File: src/design/assert_macros.svh
// shared assertion macros
`ifndef ASSERT_MACROS_SVH
`define ASSERT_MACROS_SVH

// implication checked on every clock, off during reset
`define ASSERT_IMPL(label, clk, rst, cond, msg) \
  label: assert property (@(posedge clk) disable iff (rst) (cond)) else $error(msg);

// plain condition checked on every clock, including reset
`define ASSERT_ALWAYS(label, clk, cond, msg) \
  label: assert property (@(posedge clk) (cond)) else $error(msg);

`endif

File: src/design/chs_ram.sv
module chs_ram #(
  parameter int WIDTH = 8,
  parameter int DEPTH = 16
) (
  input  logic                     clk,
  input  logic                     we,
  input  logic [$clog2(DEPTH)-1:0] waddr,
  input  logic [WIDTH-1:0]         wdata,
  input  logic [$clog2(DEPTH)-1:0] raddr,
  output logic [WIDTH-1:0]         rdata
);
  logic [WIDTH-1:0] mem [DEPTH];

  // one write port, one registered read port
  always_ff @(posedge clk) begin
    if (we) begin
      mem[waddr] <= wdata;
    end
    rdata <= mem[raddr];
  end
endmodule

File: config.mk
export PLATFORM = sky130hd
export DESIGN_NAME = chs_ram
export DESIGN_NICKNAME = d
export VERILOG_FILES = /design/src/design/assert_macros.svh /design/src/design/chs_ram.sv
export SDC_FILE = /design/constraint.sdc
export NUM_CORES = 1
export LEC_CHECK = 0
export ABC_AREA = 1
export BUFFER_PORTS_ARGS = -buffer_cell sky130_fd_sc_hd__buf_4
export CAP_MARGIN = 40
export CORE_ASPECT_RATIO = 0.9
export CORE_MARGIN = 5
export CORE_UTILIZATION = 40
export CTS_BUF_LIST = sky130_fd_sc_hd__clkbuf_8
export CTS_CLUSTER_DIAMETER = 80
export DETAILED_ROUTE_END_ITERATION = 16
export SLEW_MARGIN = 25
export SYNTH_ARGS = -nofsm -noshare
export SYNTH_HDL_FRONTEND = slang
export SYNTH_SLANG_ARGS = --single-unit
File: constraint.sdc
create_clock -name clk -period 1.2 [get_ports clk]
set_input_delay 0.18 -clock clk [delete_from_list [all_inputs] [get_ports clk]]
set_output_delay 0.18 -clock clk [all_outputs]
set_load 0.02 [all_outputs]
==> results of run 1 <==
registers in the layout, summed over array words and instances, names as in the netlist:
register and cells:
mem 128, rdata 8
tightest hold or removal path: cells and delay by family:
| family | cells | cell delay, ns |
|---|---|---|
| buf+inv | 1 | 0.15 |
| simple gates | 2 | 0.13 |
area by class of cell:
type,count,area [sq um],share of cell area [%]
timing repair buffer,56,483,7.24
clock buffer,22,303,4.54
tap,193,241,3.62
clock inverter,10,41.3,0.619
multi-input combinational,289,1210,18.2
sequential,136,4010,60.1
inverter,102,383,5.74
what timing repair did:
item                                    4_1_cts  5_1_grt
endpoints found under the setup margin        2        2
resized for setup                             2        2
setup buffers                                 0        0
worst min-delay path by stage:
stage | from | to | depth (start not counted)
finish | raddr[3] | rdata[4] | 3
detailed placement | raddr[3] | rdata[4] | 3
global route | raddr[3] | rdata[4] | 3
floorplan | wdata[0] | mem[0][0] | 0
global placement | raddr[3] | rdata[3] | 3
CTS | raddr[3] | rdata[4] | 3
cells by family (layout without fill, tap and decap cells):
family,after synthesis,count (layout),synth area share [%]
and+or+nand+nor,289,289,21.0
DFF,136,136,69.4
buffers and inverters,126,190,9.52
layer usage:
| layer | vias to the layer above | global-route usage [%] | share of wire (%) |
|---|---|---|---|
| met5 | - | 0 | 0 |
| met1 | 1773 | 25.2 | 49 |
| met2 | 109 | 24.1 | 44 |
| met3 | 27 | 5.01 | 5.6 |
| met4 | 0 | 6.99 | 2.1 |
| li1 | 1871 | - | - |
placed cells by master (no fill, tap or decap):
master / n
buf_12: 5
buf_4: 51
clkbuf_8: 22
clkinv_2: 3
dfxtp_1: 4
dfxtp_2: 4
edfxtp_1: 128
inv_1: 107
inv_2: 2
nand2_1: 173
nand3_1: 97
nand3b_1: 2
nor2_1: 17
report_power, final:
group	total, mW	switching (mW)	internal (mW)
combinational	0.761	0.500	0.262
sequential	5.35	0.0414	5.31
clock	3.24	1.60	1.64
through the flow:
step | instance area (sq um) | setup TNS (ns) | hold WS [ns]
after floorplan | 5770 | 0 | 0.279
after global placement | 6320 | -0.377 | 0.497
after detailed placement | 6320 | -0.663 | 0.497
after CTS | 6670 | 0 | 0.00752
after global routing | 6670 | 0 | 0.0126
final | 6670 | 0 | 0.0405
==> run metrics, run 1 <==
most frequent cells after synthesis 173 x nand2_1, 128 x edfxtp_1, 100 x inv_1; Net count, final 620; initial DRC count approximately 360; gr usage total ~17%; Tmin final 1.16 ns; number of max-cap violations 0; reg2reg end rdata[5]; clock root buffer clkbuf_8; worst r2r src mem[11][5]; grt ovf 0; Final Util about 47%; Setup Crit Path Kind register to output pin; Worst-Skew Late Latency 0.45 ns; Crit Path Max Fanout 1; top-count cell post-synth nand2_1; Setup WS pre-CTS -0.0495 ns; largest net degree at the start of global routing 33; I/O pins 26; top cell family by delay on the critical path flip-flops; worst setup path endpoint rdata[2]; path depth of the worst reg2reg path 6; Post-DP HPWL approximately 8.6 mm; Fmax achieved between 800 and 900 MHz; Die Wd around 140 microns; Critical path buffers and inverters 1; Syn Nets 569; static leakage roughly 2.9 nW; Initial Util roughly 41%; share of layout cells above drive strength 1 about 14%; antenna violations before repair 0; vias in the first global route 3542; Clk pin slew, worst setup/hold paths 0.07 ns; Syn Inst Count roughly 550; Max clock buf depth 2; Final Power around 9.4 mW; Finished Layout Cells roughly 810; VDD IR max approximately 0.00084 V; Crit path largest cell delay about 0.37 ns; Via density 4.68; via count approximately 3.8k; CP max stage cell dfxtp_1; RePlAce Congestion between 0.8 and 0.9; post-synth cell types 12; drt wl/cell 16.4 microns; Critical Path Start rdata[2]; DRC 0; Worst Path Arrival around 0.98 ns; share of flip-flops with an asynchronous set or reset 0%; Post-Route WL around 13 mm; period utilisation layout a little over nine tenths; I/O Buffers 25; die span in y roughly 120 microns; Slew @ Worst Pin roughly 0.28 ns; cts bufs inserted 17; final hold vios 0; Cell Chain, Critical Path buf_4; CTS tree built; H-Tree Depth 4; post-route worst setup slack about 0.040 ns; Area Overhead vs Synth 15.7%; part of the Yosys area used for sequential elements approximately 69%; clock skew a little over 0.008 ns; die area roughly 0.017 sq mm; CP Launch Type register; cell area after synthesis 0.00577 sq mm; share of the synthesized area in the top cell type between 60% and 70%; Slew headroom between 80 and 90%; worst min path class input pin to register; Top FF cell, synth edfxtp_1; PwrDens 1400 mW/mm^2; CTS sink cnt 136; syn_area_per_cell about 10 sq um; n_diodes 0; CTS hold repair buffers 0; first-pass GRT wire length just over 20 mm; Filler cells about 1.3k; DRT Pass-1 Iters 5; area leader, netlist edfxtp_1; status finished clean; cell count along the critical path 1; number of enable flip-flop cells after synthesis roughly 130; worst path required time 1.02 ns; Placeable Area 0.0141 sq mm; Post-Place Cells just under 800; internal reg-to-reg setup slack between 0.15 and 0.2 ns; Slew Viols, Final 0; Worst setup EP type output pin; Final ANT Viol Nets 0; setup violators final 0; main area contributors after synthesis edfxtp_1 67%, nand2_1 11%, nand3_1 8.4%, inv_1 6.5%, dfxtp_1 2.8%; RSZ-0062 raised after global routing no; Seq cells post-synth around 140; yosys warns 0; FP Rows 41
(Power assumes the default switching activity.)
==> run 2, diff against run 1 <==
clock period = 1.4 ns   (was 1.2 ns; I/O delays follow)
==> run metrics, run 2 (same netlist as run 1, synthesis figures left out) <==
internal reg-to-reg setup slack between 0.3 and 0.4 ns; H-Tree Depth 4; Post-Route WL 13.0 mm; PwrDens ~1200 mW/mm^2; Initial Util about 41%; largest net degree at the start of global routing 33; DRC 0; path depth of the worst reg2reg path 6; registers with the most flip-flops mem x128, rdata x8; grt ovf 0; cts bufs inserted 17; top cell family by delay on the critical path flip-flops; reg2reg end rdata[3]; Area Overhead vs Synth 15.0%; FP Rows between 40 and 50; Post-DP HPWL about 8.5 mm; hold_sp raddr[3]; status finished clean; via count between 3k and 4k; vias in the first global route approximately 3.5k; Final Power 8.09 mW; worst path required time 1.19 ns; number of max-cap violations 0; initial DRC count between 300 and 400; Placeable Area 0.0141 sq mm; Net count, final between 600 and 700; Worst-Skew Late Latency 0.44 ns; first-pass GRT wire length about 20 mm; Crit path largest cell delay 0.41 ns; dpl cell area between 0.006 and 0.007 sq mm; Slew @ Worst Pin ~0.26 ns; static leakage 2.91 nW; period utilisation layout between 80 and 90%; Slew Viols, Final 0; postcts setup bufs 0; die span in y ~120 microns; RSZ-0062 raised after global routing no; final instance area 0.00663 sq mm; Worst Path Arrival around 1 ns; final hold vios 0; clock root buffer clkbuf_8; clock skew 0.0103 ns; CTS tree built; Setup Crit Path Kind register to output pin; WHS Endpoint rdata[2]; antenna violations before repair 0; DRT Pass-1 Iters 5; Post-CTS Resized 0; commonest non-fill, non-tap cell in the layout nand2_1; Slew headroom 82.8%; RePlAce Congestion slightly above 0.8; n_diodes 0; Fmax achieved 812 MHz; worst min path class input pin to register; Crit Path Max Fanout 1; worst r2r src mem[7][3]; CTS hold repair buffers 0; Final ANT Viol Nets 0; most frequent cells in the layout 173 x nand2_1, 128 x edfxtp_1, 108 x inv_1; VDD IR max about 0.001 V; Tmin final approximately 1.2 ns; die area between 0.015 and 0.02 sq mm; Critical path buffers and inverters 1; Filler cells around 1.3k; number of flip-flops in the largest register roughly 130; drt wl/cell 16.2 microns; I/O pins 26; setup violators final 0; Via density around 4.7; CP Launch Type register; Setup TNS 0 ns; Cell Chain, Critical Path buf_4; Top reg by flops mem; Max clock buf depth 2; Worst setup EP type output pin; worst hold path cell count 3; I/O Buffers 25; CP max stage cell dfxtp_1; Clk pin slew, worst setup/hold paths roughly 0.07 ns; CTS sink cnt around 140; gr usage total roughly 17%; Die Wd ~140 microns; share of layout cells above drive strength 1 13.1%
## run 2: cell types whose count changed in the layout (fill, tap and decap cells not counted), sizes merged
cell    change
inv         +1
buf         -2
clkbuf      -1
bufinv      +1
clkinv      -1
## run 2: worst max-delay path by stage
stage | startpoint | to | cells after the start
2_1_floorplan | waddr[2] | mem[10][0] | 2
3_3_place_gp | raddr[0] | rdata[7] | 8
3_5_place_dp | raddr[0] | rdata[3] | 8
4_1_cts | rdata[6] | rdata[6] | 1
5_1_grt | rdata[6] | rdata[6] | 1
6_report | rdata[6] | rdata[6] | 1
## run 2: layout make-up
| class | count | area [sq um] | area share, % |
|---|---|---|---|
| Tap cell | 193 | 241 | 3.64 |
| Multi-Input combinational cell | 289 | 1210 | 18.3 |
| Sequential cell | 136 | 4000 | 60.4 |
| Inverter | 102 | 383 | 5.77 |
| Clock buffer | 21 | 289 | 4.36 |
| Clock inverter | 11 | 70.1 | 1.06 |
| Timing Repair Buffer | 54 | 430 | 6.49 |
## run 2: power by group
| group | internal, mW | total (mW) | switching [mW] |
|---|---|---|---|
| Clock | 1.53 | 2.88 | 1.35 |
| Sequential | 4.55 | 4.58 | 0.0349 |
| Combinational | 0.210 | 0.628 | 0.418 |
## run 2: stage by stage
| stage | instances | setup WS (ns) | util (%) | hold WS, ns |
|---|---|---|---|---|
| 2_1_floorplan | 551 | 0.239 | - | 0.309 |
| 3_3_place_gp | 774 | 0.142 | 44.5 | 0.533 |
| 3_5_place_dp | 774 | 0.109 | 44.5 | 0.526 |
| 4_1_cts | 806 | 0.151 | 47.0 | 0.0481 |
| 5_1_grt | 806 | 0.122 | 47.0 | 0.0451 |
| 6_report | 806 | 0.169 | 47.0 | 0.0750 |
## run 2: worst reg2reg max path: stages (launching register included)
cell	delay (ns)
edfxtp_1	0.36
inv_1	0.06
nand2_1	0.05
nand3_1	0.09
nand3_1	0.13
nand3_1	0.15
nand2_1	0.07
## run 2: metal layers
| layer | wire, microns | global-route usage (%) | vias to the layer above | share of wire (%) |
|---|---|---|---|---|
| met2 | 5940 | 24.8 | 99 | 46 |
| met3 | 735 | 4.64 | 6 | 5.6 |
| met5 | 0 | 0 | - | 0 |
| met4 | 68 | 4.91 | 0 | 0.52 |
| li1 | - | - | 1866 | - |
| met1 | 6280 | 24.3 | 1826 | 48 |
